==> src/sv/pct_pkg.sv <==
`default_nettype none
package pct_pkg;

  localparam int unsigned TimeW  = 26;
  localparam int unsigned CountW = 16;
  localparam int unsigned CycW   = 4;
  localparam int unsigned ElapW  = 16;
  localparam int unsigned ActW   = 3;
  localparam int unsigned PhaseW = 2;
  localparam int unsigned CfgIdxW = 3;

  localparam logic [TimeW-1:0]  TimeMax  = {TimeW{1'b1}};
  localparam logic [CountW-1:0] CountMax = {CountW{1'b1}};

  localparam logic [TimeW-1:0] WorkRst  = TimeW'(1500000);
  localparam logic [TimeW-1:0] ShortRst = TimeW'(300000);
  localparam logic [TimeW-1:0] LongRst  = TimeW'(900000);
  localparam logic [CycW-1:0]  CycRst   = CycW'(4);
  localparam logic [TimeW-1:0] StepRst  = TimeW'(60000);

  typedef enum logic [ActW-1:0] {
    ACT_TICK    = 3'd0,
    ACT_CONFIRM = 3'd1,
    ACT_BACK    = 3'd2,
    ACT_UP      = 3'd3,
    ACT_DOWN    = 3'd4
  } action_e;

  typedef enum logic [PhaseW-1:0] {
    PH_IDLE  = 2'd0,
    PH_WORK  = 2'd1,
    PH_SHORT = 2'd2,
    PH_LONG  = 2'd3
  } phase_e;

  typedef enum logic [CfgIdxW-1:0] {
    REG_WORK  = 3'd0,
    REG_SHORT = 3'd1,
    REG_LONG  = 3'd2,
    REG_CYC   = 3'd3,
    REG_STEP  = 3'd4
  } cfg_reg_e;

  typedef struct packed {
    logic [TimeW-1:0] work_ms;
    logic [TimeW-1:0] short_ms;
    logic [TimeW-1:0] long_ms;
    logic [CycW-1:0]  cycles;
    logic [TimeW-1:0] step_ms;
  } cfg_t;

  typedef struct packed {
    phase_e            phase;
    logic              paused;
    logic [TimeW-1:0]  remaining;
    logic [CountW-1:0] completed;
    logic [CycW-1:0]   cycle;
  } state_t;

endpackage
`default_nettype wire

==> src/sv/pct_core.sv <==
`default_nettype none
module pct_core import pct_pkg::*; (
  input  wire logic [ActW-1:0]  action_i,
  input  wire logic [ElapW-1:0] elapsed_i,
  input  wire cfg_t             cfg_i,
  input  wire state_t           state_i,
  output state_t                state_o,
  output logic                  expired_o,
  output logic                  exit_o
);

  logic [TimeW:0]   up_sum;
  logic [CycW-1:0]  cyc_inc;
  logic [TimeW-1:0] elap_ext;

  assign up_sum   = {1'b0, state_i.remaining} + {1'b0, cfg_i.step_ms};
  assign cyc_inc  = state_i.cycle + CycW'(1);
  assign elap_ext = TimeW'(elapsed_i);

  always_comb begin
    state_o   = state_i;
    expired_o = 1'b0;
    exit_o    = 1'b0;
    case (action_i)
      ACT_TICK: begin
        if (state_i.phase != PH_IDLE && !state_i.paused) begin
          if (elap_ext >= state_i.remaining) begin
            expired_o = 1'b1;
            state_o.paused = 1'b0;
            if (state_i.phase == PH_WORK) begin
              if (state_i.completed != CountMax) begin
                state_o.completed = state_i.completed + CountW'(1);
              end
              if (cyc_inc >= cfg_i.cycles) begin
                state_o.cycle     = '0;
                state_o.phase     = PH_LONG;
                state_o.remaining = cfg_i.long_ms;
              end else begin
                state_o.cycle     = cyc_inc;
                state_o.phase     = PH_SHORT;
                state_o.remaining = cfg_i.short_ms;
              end
            end else begin
              state_o.phase     = PH_WORK;
              state_o.remaining = cfg_i.work_ms;
            end
          end else begin
            state_o.remaining = state_i.remaining - elap_ext;
          end
        end
      end
      ACT_CONFIRM: begin
        if (state_i.phase == PH_IDLE) begin
          state_o.phase     = PH_WORK;
          state_o.paused    = 1'b0;
          state_o.remaining = cfg_i.work_ms;
        end else begin
          state_o.paused = ~state_i.paused;
        end
      end
      ACT_BACK: begin
        if (state_i.phase == PH_IDLE) begin
          exit_o = 1'b1;
        end else begin
          state_o.phase     = PH_IDLE;
          state_o.paused    = 1'b0;
          state_o.remaining = cfg_i.work_ms;
        end
      end
      ACT_UP: begin
        state_o.remaining = up_sum[TimeW] ? TimeMax : up_sum[TimeW-1:0];
      end
      ACT_DOWN: begin
        state_o.remaining = (state_i.remaining > cfg_i.step_ms) ?
                            state_i.remaining - cfg_i.step_ms : '0;
      end
      default: begin
        state_o = state_i;
      end
    endcase
  end

endmodule
`default_nettype wire

==> src/sv/pomodoro_cycle_timer.sv <==
// Work / break countdown timer driven by one event word at a time.
// Slave channel: s_tuser carries the event kind (tick, confirm, back, up,
// down), s_tdata the milliseconds elapsed since the last tick. Every event
// word yields exactly one result word on the master channel holding the
// state after the event plus the expiry and exit flags.
// Configuration: cfg_we_i writes cfg_data_i into register cfg_idx_i
// (0 work length, 1 short break, 2 long break, 3 work phases per long break,
// 4 up/down step); write only while no event is in flight.
// An event passes the input register, then the result register, before it
// shows on m_tvalid. Throughput: one event per cycle while results are
// taken, set by the single input and result registers around the core.
// Reset: phase idle, unpaused, remaining 1500000 ms, counts zero, and the
// registers take their default lengths.
// Stall: a held result blocks the event stage only; one further event waits
// in the input register, then s_tready drops until the result is taken.
`default_nettype none
module pomodoro_cycle_timer import pct_pkg::*; (
  input  wire logic               clk_i,
  input  wire logic               rst_ni,
  input  wire logic               s_tvalid,
  output logic                    s_tready,
  input  wire logic [15:0]        s_tdata,   // [15:0] elapsed_ms
  input  wire logic [2:0]         s_tuser,   // [2:0] action
  output logic                    m_tvalid,
  input  wire logic               m_tready,
  // [1:0] phase, [2] paused, [28:3] remaining_ms, [44:29] completed_count,
  // [48:45] cycle_position, [49] phase_expired, [50] exit_request, rest zero
  output logic [55:0]             m_tdata,
  input  wire logic               cfg_we_i,
  input  wire logic [CfgIdxW-1:0] cfg_idx_i,
  input  wire logic [TimeW-1:0]   cfg_data_i
);

  cfg_t              cfg_q;
  state_t            state_q, state_d;
  logic              in_valid_q;
  logic [ActW-1:0]   in_act_q;
  logic [ElapW-1:0]  in_elap_q;
  logic              out_valid_q;
  logic              expired_d, exit_d;
  logic              expired_q, exit_q;
  logic              advance;

  assign advance  = in_valid_q && (!out_valid_q || m_tready);
  assign s_tready = !in_valid_q || advance;

  always_ff @(posedge clk_i or negedge rst_ni) begin
    if (!rst_ni) begin
      cfg_q.work_ms  <= WorkRst;
      cfg_q.short_ms <= ShortRst;
      cfg_q.long_ms  <= LongRst;
      cfg_q.cycles   <= CycRst;
      cfg_q.step_ms  <= StepRst;
    end else if (cfg_we_i) begin
      case (cfg_idx_i)
        REG_WORK:  cfg_q.work_ms  <= cfg_data_i;
        REG_SHORT: cfg_q.short_ms <= cfg_data_i;
        REG_LONG:  cfg_q.long_ms  <= cfg_data_i;
        REG_CYC:   cfg_q.cycles   <= cfg_data_i[CycW-1:0];
        REG_STEP:  cfg_q.step_ms  <= cfg_data_i;
        default:   cfg_q          <= cfg_q;
      endcase
    end
  end

  pct_core u_core (
    .action_i  (in_act_q),
    .elapsed_i (in_elap_q),
    .cfg_i     (cfg_q),
    .state_i   (state_q),
    .state_o   (state_d),
    .expired_o (expired_d),
    .exit_o    (exit_d)
  );

  always_ff @(posedge clk_i or negedge rst_ni) begin
    if (!rst_ni) begin
      in_valid_q  <= 1'b0;
      out_valid_q <= 1'b0;
      state_q.phase     <= PH_IDLE;
      state_q.paused    <= 1'b0;
      state_q.remaining <= WorkRst;
      state_q.completed <= '0;
      state_q.cycle     <= '0;
    end else begin
      if (s_tvalid && s_tready) begin
        in_valid_q <= 1'b1;
      end else if (advance) begin
        in_valid_q <= 1'b0;
      end
      if (advance) begin
        out_valid_q <= 1'b1;
        state_q     <= state_d;
      end else if (m_tready) begin
        out_valid_q <= 1'b0;
      end
    end
  end

  always_ff @(posedge clk_i) begin
    if (s_tvalid && s_tready) begin
      in_act_q  <= s_tuser;
      in_elap_q <= s_tdata;
    end
    if (advance) begin
      expired_q <= expired_d;
      exit_q    <= exit_d;
    end
  end

  assign m_tvalid = out_valid_q;
  assign m_tdata  = {5'd0, exit_q, expired_q, state_q.cycle, state_q.completed,
                     state_q.remaining, state_q.paused, state_q.phase};

  a_idle_unpaused: assert property (@(posedge clk_i) disable iff (!rst_ni)
    state_q.phase == PH_IDLE |-> !state_q.paused)
    else $error("paused while idle");

  a_flags_excl: assert property (@(posedge clk_i) disable iff (!rst_ni)
    out_valid_q |-> !(expired_q && exit_q))
    else $error("expiry and exit in one result");

  a_count_mono: assert property (@(posedge clk_i) disable iff (!rst_ni)
    1'b1 |=> state_q.completed >= $past(state_q.completed))
    else $error("completed count went down");

  a_hold_event: assert property (@(posedge clk_i) disable iff (!rst_ni)
    in_valid_q && !advance |=> in_valid_q && $stable(in_act_q) && $stable(in_elap_q))
    else $error("pending event lost");

endmodule
`default_nettype wire
==> config.mk <==
export PLATFORM = sky130hd
export DESIGN_NAME = pomodoro_cycle_timer
export DESIGN_NICKNAME = d
export VERILOG_FILES = /design/src/sv/pct_pkg.sv /design/src/sv/pct_core.sv /design/src/sv/pomodoro_cycle_timer.sv
export SDC_FILE = /design/constraint.sdc
export NUM_CORES = 1
export LEC_CHECK = 0
export ABC_AREA = 1
export BUFFER_PORTS_ARGS = -buffer_cell sky130_fd_sc_hd__buf_4
export CAP_MARGIN = 30
export CORE_UTILIZATION = 50
export DETAILED_ROUTE_END_ITERATION = 10
export PLACE_DENSITY = 0.75
export SYNTH_ARGS = -nofsm -noshare
export SYNTH_HDL_FRONTEND = slang
export SYNTH_SLANG_ARGS = --single-unit
==> constraint.sdc <==
create_clock -name clk_i -period 3.43 [get_ports clk_i]
set_input_delay 0.343 -clock clk_i [delete_from_list [all_inputs] [get_ports clk_i]]
set_output_delay 0.343 -clock clk_i [all_outputs]
set_load 0.005 [all_outputs]
---- Yosys cells after proc, flatten, opt, wreduce, memory -nomap -nowiden ----
Index checks and enable logic that the tools add are counted.
Widths: inputs -> output; s select.
word-level totals
  bits in registers ....................... 180
  input bits .............................. 53
  output and inout bits ................... 58
cells by class
  add/sub/neg operators ................... 5
  magnitude comparators ................... 3
  equal/unequal tests ..................... 14
  multiplexer cells ....................... 25
  bitwise logic cells ..................... 1
  reductions and logical operators ........ 27
operator list
  operator               count
  $mux 26                6
  $pmux 26 s5            1
  $mux 49                1
  $mux 20                2
  $mux 29                1
  $add 26x26->27         1
  $ge 16x26->1           1
  $gt 26x26->1           1
  $sub 26x16->26         1
  $sub 26x26->26         1
  $add 16x1->16 const B  1
  $mux 16                1
  $ne 16x16->1 const B   1
  $reduce_and 5->1       3
  $eq 3x2->1 const B     4
  $reduce_and 2->1       6
  $reduce_and 6->1       2
  $pmux 3 s3             1
  $mux 1                 8
  $eq 3x1->1 const B     2
  $eq 3x3->1 const B     2
  $logic_not 3->1        2
  $ne 2x1->1 const B     3
  $reduce_bool 2->1      3
  14 further kinds       20

---- Depth between registers and ports, before layout ----
  depth in word-level cells ............... 7
  mapped depth ............................ 19

---- Hierarchy ----
From an unflattened synthesis, not the netlist that was laid out.
second synthesis, totals
  cells, all modules ...................... 2,540
  area total of the unflattened synthesis .. 15,816.4 um^2
by module, submodules not included
  module                instances  cells an instance  area an instance (um^2)
  pct_core              1          1,812              8,740.9
  pomodoro_cycle_timer  1          728                7,075.5

---- Least setup slack after synthesis ----
Ideal clock, no wire load.
  path kind ............................... register -> register
  from .................................... register state_q (netlist bit m_tdata[45])
  to ...................................... register state_q (netlist bit m_tdata[10])
  library setup time ...................... 126 ps
  data arrival time ....................... 2,283 ps
  path slack .............................. 1,021 ps
  cell stages (with the launch flop) ...... 15
  buffers on the path ..................... 2
  period minus slack after synthesis ...... 2,409 ps
  cell sequence ........................... dfrtp_1 > ha_1 > xor2_1 > ha_1 > nand2_1 > clkinv_1 > nand3_2 > nand3_2 > buf_4 > buf_6 > or2_2 > o211ai_1 > a31oi_1 > o21ai_0 > a21oi_1
between the ends
  cells in the longest elaborated chain, start to end .. 7
RTL lines
  what                      line                        text
  start: declaration        pomodoro_cycle_timer.sv:35  state_t state_q, state_d;
  start signal: assignment  pomodoro_cycle_timer.sv:93  state_q <= state_d;
  $add 4x1->4               pct_core.sv:17              assign cyc_inc = state_i.cycle + CycW'(1);
  $ge 4x4->1                pct_core.sv:34              if (cyc_inc >= cfg_i.cycles) begin
  $mux 26                   pct_core.sv:34
  $mux 26                   pct_core.sv:30              if (state_i.phase == PH_WORK) begin
  $mux 26                   pct_core.sv:27              if (elap_ext >= state_i.remaining) begin
  $mux 49                   pct_core.sv:26              if (state_i.phase != PH_IDLE && !state_i.paused) begin
  $pmux 26 s5               pct_core.sv:24              case (action_i)
Every way passes these cells. The select of a mux whose other input is x is not followed.
A chain may end at the register's enable or synchronous reset.

---- Final worst setup path ----
  from .................................... register state_q (netlist bit m_tdata[45])
  to ...................................... register state_q (netlist bit m_tdata[7])
Same word-level chain as after synthesis.

==> out/metrics.csv <==
metric,value,unit
worstPathArrival,3.50,ns
postCtsSetupRepairBufs,0,
yosysSeqAreaShare,33.1,%
area_growth,11.2,%
first_iter_violations,1540,
crit_fanout,14,
skew,0.0116,ns
r2r_cells,17,
worst_setup_hold_path_clk_slew,0.07,ns
tightest_slew,0.990,ns
crit_family,simple AND/OR/NAND/NOR gates,
synth_top_family_by_area,simple AND/OR/NAND/NOR gates,
grt_remaining_overflow,0,
hold_viol_final,13,
rsz0062_at_grt,no,
start_kind,register,
cp_slowest_cell,dfrtp_1,
drive_gt1_share,11.6,%
p_per_area,805,nW/um2
final_cells,2606,
setup_tns,0,ns
portBuffers,105,
synthXorXnorAreaFrac,2.42,%
startpoint,m_tdata[45]$_DFFE_PN0P_,
wire_per_inst,17.5,um
avgSynthCellArea,6.58,um2
io_pins,111,
cp_num_buf_inv,3,
r2r-start,m_tdata[45]$_DFFE_PN0P_,
dp_hpwl,35900,um
hold_buffers,0,
drtPass1Iterations,8,
cp_cell_sequence,ha_1 -> xor2_1 -> ha_1 -> nand2_1 -> clkinv_1 -> nand3_2 -> nand3_2 -> clkinv_1 -> buf_4 -> nand2_1 -> nand3_1 -> o21ai_0 -> nand2_1 -> o21ai_0 -> nor2_1 -> o21ai_1 -> nand2_1,
synth_edf_count,21,
clk_latency,0.45,ns
die_h,170,um
final_core_util,56.4,%
relSlewSlack,33.9,%
diodes,0,
r2r_end,m_tdata[7]$_DFFE_PN0P_,
core,27800,um2
final_common_cell,nand2_1,
place_area,15100,um2
grt_pass1_wl,71800,um
fin_nets,2345,
synth_warnings,0,
grt_max_degree,93,
finalCriticalPeriod,3.11,ns
viasPerCell,5.43,
max_stage_delay,0.44,ns
fp.dieW,170,um
placementRows,61,
final_cell_mix,"nand2_1, inv_1, o21ai_0, nor2_1, nand3_1",
cts_tree,done,
post-route-period-util,90.6,%
grt_usage,32.6,%
timing.final.max_slew_violations,0,
synth-compound-area-share,10.8,%
violations,hold timing,
yosys_most_used_dff,dfrtp_1,
cts-htree-levels,4,
drv_cap,0,
wl,45700,um
ant_nets,0,
drc,0,
worstSetupPathDepth,17,
fmax,322,MHz
synth.cell_area,14100,um2
vias,14100,
root_buffer,clkbuf_16,
synth_cell_types,51,
initial_core_util,50.7,%
grt_antenna_before_repair,0,
ctsResizeCount,0,
cts-buffers-inserted,17,
rrSetupSlack,0.32,ns
dieArea,28900,um2
worstHoldPathType,in -> async,
grt_pass1_vias,13300,
cp-end-kind,register,
synth_fa_ha_area_share,6.99,%
cp-endpoint,m_tdata[7]$_DFFE_PN0P_,
netlist_instances,2144,
crit_path_frequent_cell,nand2_1,
design_area,15700,um2
power_leakage,0.00849,uW
gp_congestion,1.08,
cts.sinks,180,
muxShareOfSynthArea,0,%
placed_cells,2574,
ir_worst_vdd,380,uV
cts_max_path_buffers,2,
synth-simple-area-share,34.6,%
async_flop_share,88.3,%
synth-seq-cells,180,
hold-worst-slack,-0.0627,ns
setup_viol,0,
outcome,"finished, violations left",
path_class,reg -> reg,
required,3.82,ns
-- power breakdown --
| part | switching [uW] | total (uW) | internal (uW) | leakage [uW] |
|---|---|---|---|---|
| Combinational | 5030 | 7460 | 2430 | 0.00607 |
| Sequential | 526 | 3200 | 2680 | 0.00214 |
| Clock | 886 | 1960 | 1080 | 0.000278 |
-- kinds of logic after synthesis --
family / count (synthesis)
AO/OA/AOI/OAI: 284
other: 1
adder cells (fa/ha/maj): 77
AND/OR/NAND/NOR: 1153
buffers and inverters: 410
flip-flops: 180
XOR/XNOR: 39
-- per-layer routing --
layer  wire (um)  global-route usage, %  up-vias  share of wire [%]
met1       19700                   44.4     6591                 43
met4        1150                   10.0        0                2.5
li1            -                      -     6863                  -
met3        4080                   6.19       74                8.9
met5           0                      0        -                  0
met2       20700                   52.3      617                 45
-- how the worst min path moves through the flow --
stage | startpoint | end | slack (ns)
2_1_floorplan | rst_ni | cfg_q[0]$_DFFE_PN0P_ | 0.05
3_3_place_gp | rst_ni | cfg_q[77]$_DFFE_PN0P_ | 0.47
3_5_place_dp | rst_ni | cfg_q[77]$_DFFE_PN0P_ | 0.47
4_1_cts | rst_ni | cfg_q[77]$_DFFE_PN0P_ | 0.0003
5_1_grt | rst_ni | cfg_q[77]$_DFFE_PN0P_ | 0.03
6_report | rst_ni | cfg_q[77]$_DFFE_PN0P_ | -0.06
-- stage by stage --
step | setup WS [ns] | hold WS (ns) | total power (uW)
after floorplan | 1.02 | 0.0474 | 8360
after global placement | 0.515 | 0.467 | 10400
after detailed placement | 0.416 | 0.466 | 10400
after CTS | 0.385 | 0.000310 | 12400
after global routing | 0.0507 | 0.0267 | 13600
final | 0.321 | -0.0627 | 12600
-- state kept, by name, summed over array words and instances (netlist names) --
register and count:
in_elap_q 16, cfg_q 108, m_tdata 49, in_act_q 3, exit_q 1, expired_q 1
m_tvalid 1, in_valid_q 1
-- cells in the mapped netlist, types with 4 or more instances --
master	n	area, um2
a21oi_1	66	330
a21oi_2	4	35.0
a31oi_1	7	43.8
and2_1	4	25.0
buf_2	17	85.1
buf_4	22	165
buf_6	8	90.1
clkbuf_1	30	113
dfrtp_1	112	2800
dfstp_2	47	1230
edfxtp_1	21	631
ha_1	74	926
inv_1	323	1210
inv_2	6	22.5
nand2_1	740	2780
nand2_2	5	31.3
nand3_1	140	701
nand3_2	5	50.1
nand3b_1	5	37.5
nand4_1	47	294
nor2_1	157	589
nor2_2	16	100
nor3_1	10	50.1
o211ai_1	7	52.6
o21ai_0	170	851
o21ai_1	9	45.0
o21bai_1	13	97.6
or2_2	7	43.8
xnor2_1	12	105
xor2_1	27	236
-- final cells by class --
cell class                      count  area (um2)
Sequential cell                   180        4670
Clock buffer                       17         425
Inverter                          331        1240
Timing Repair Buffer              127         970
Multi-Input combinational cell   1558        7750
Tap cell                          378         473
Clock inverter                     15         154
Fill cell                        2816       12100
No activity file was read; power rests on OpenSTA's default activity.
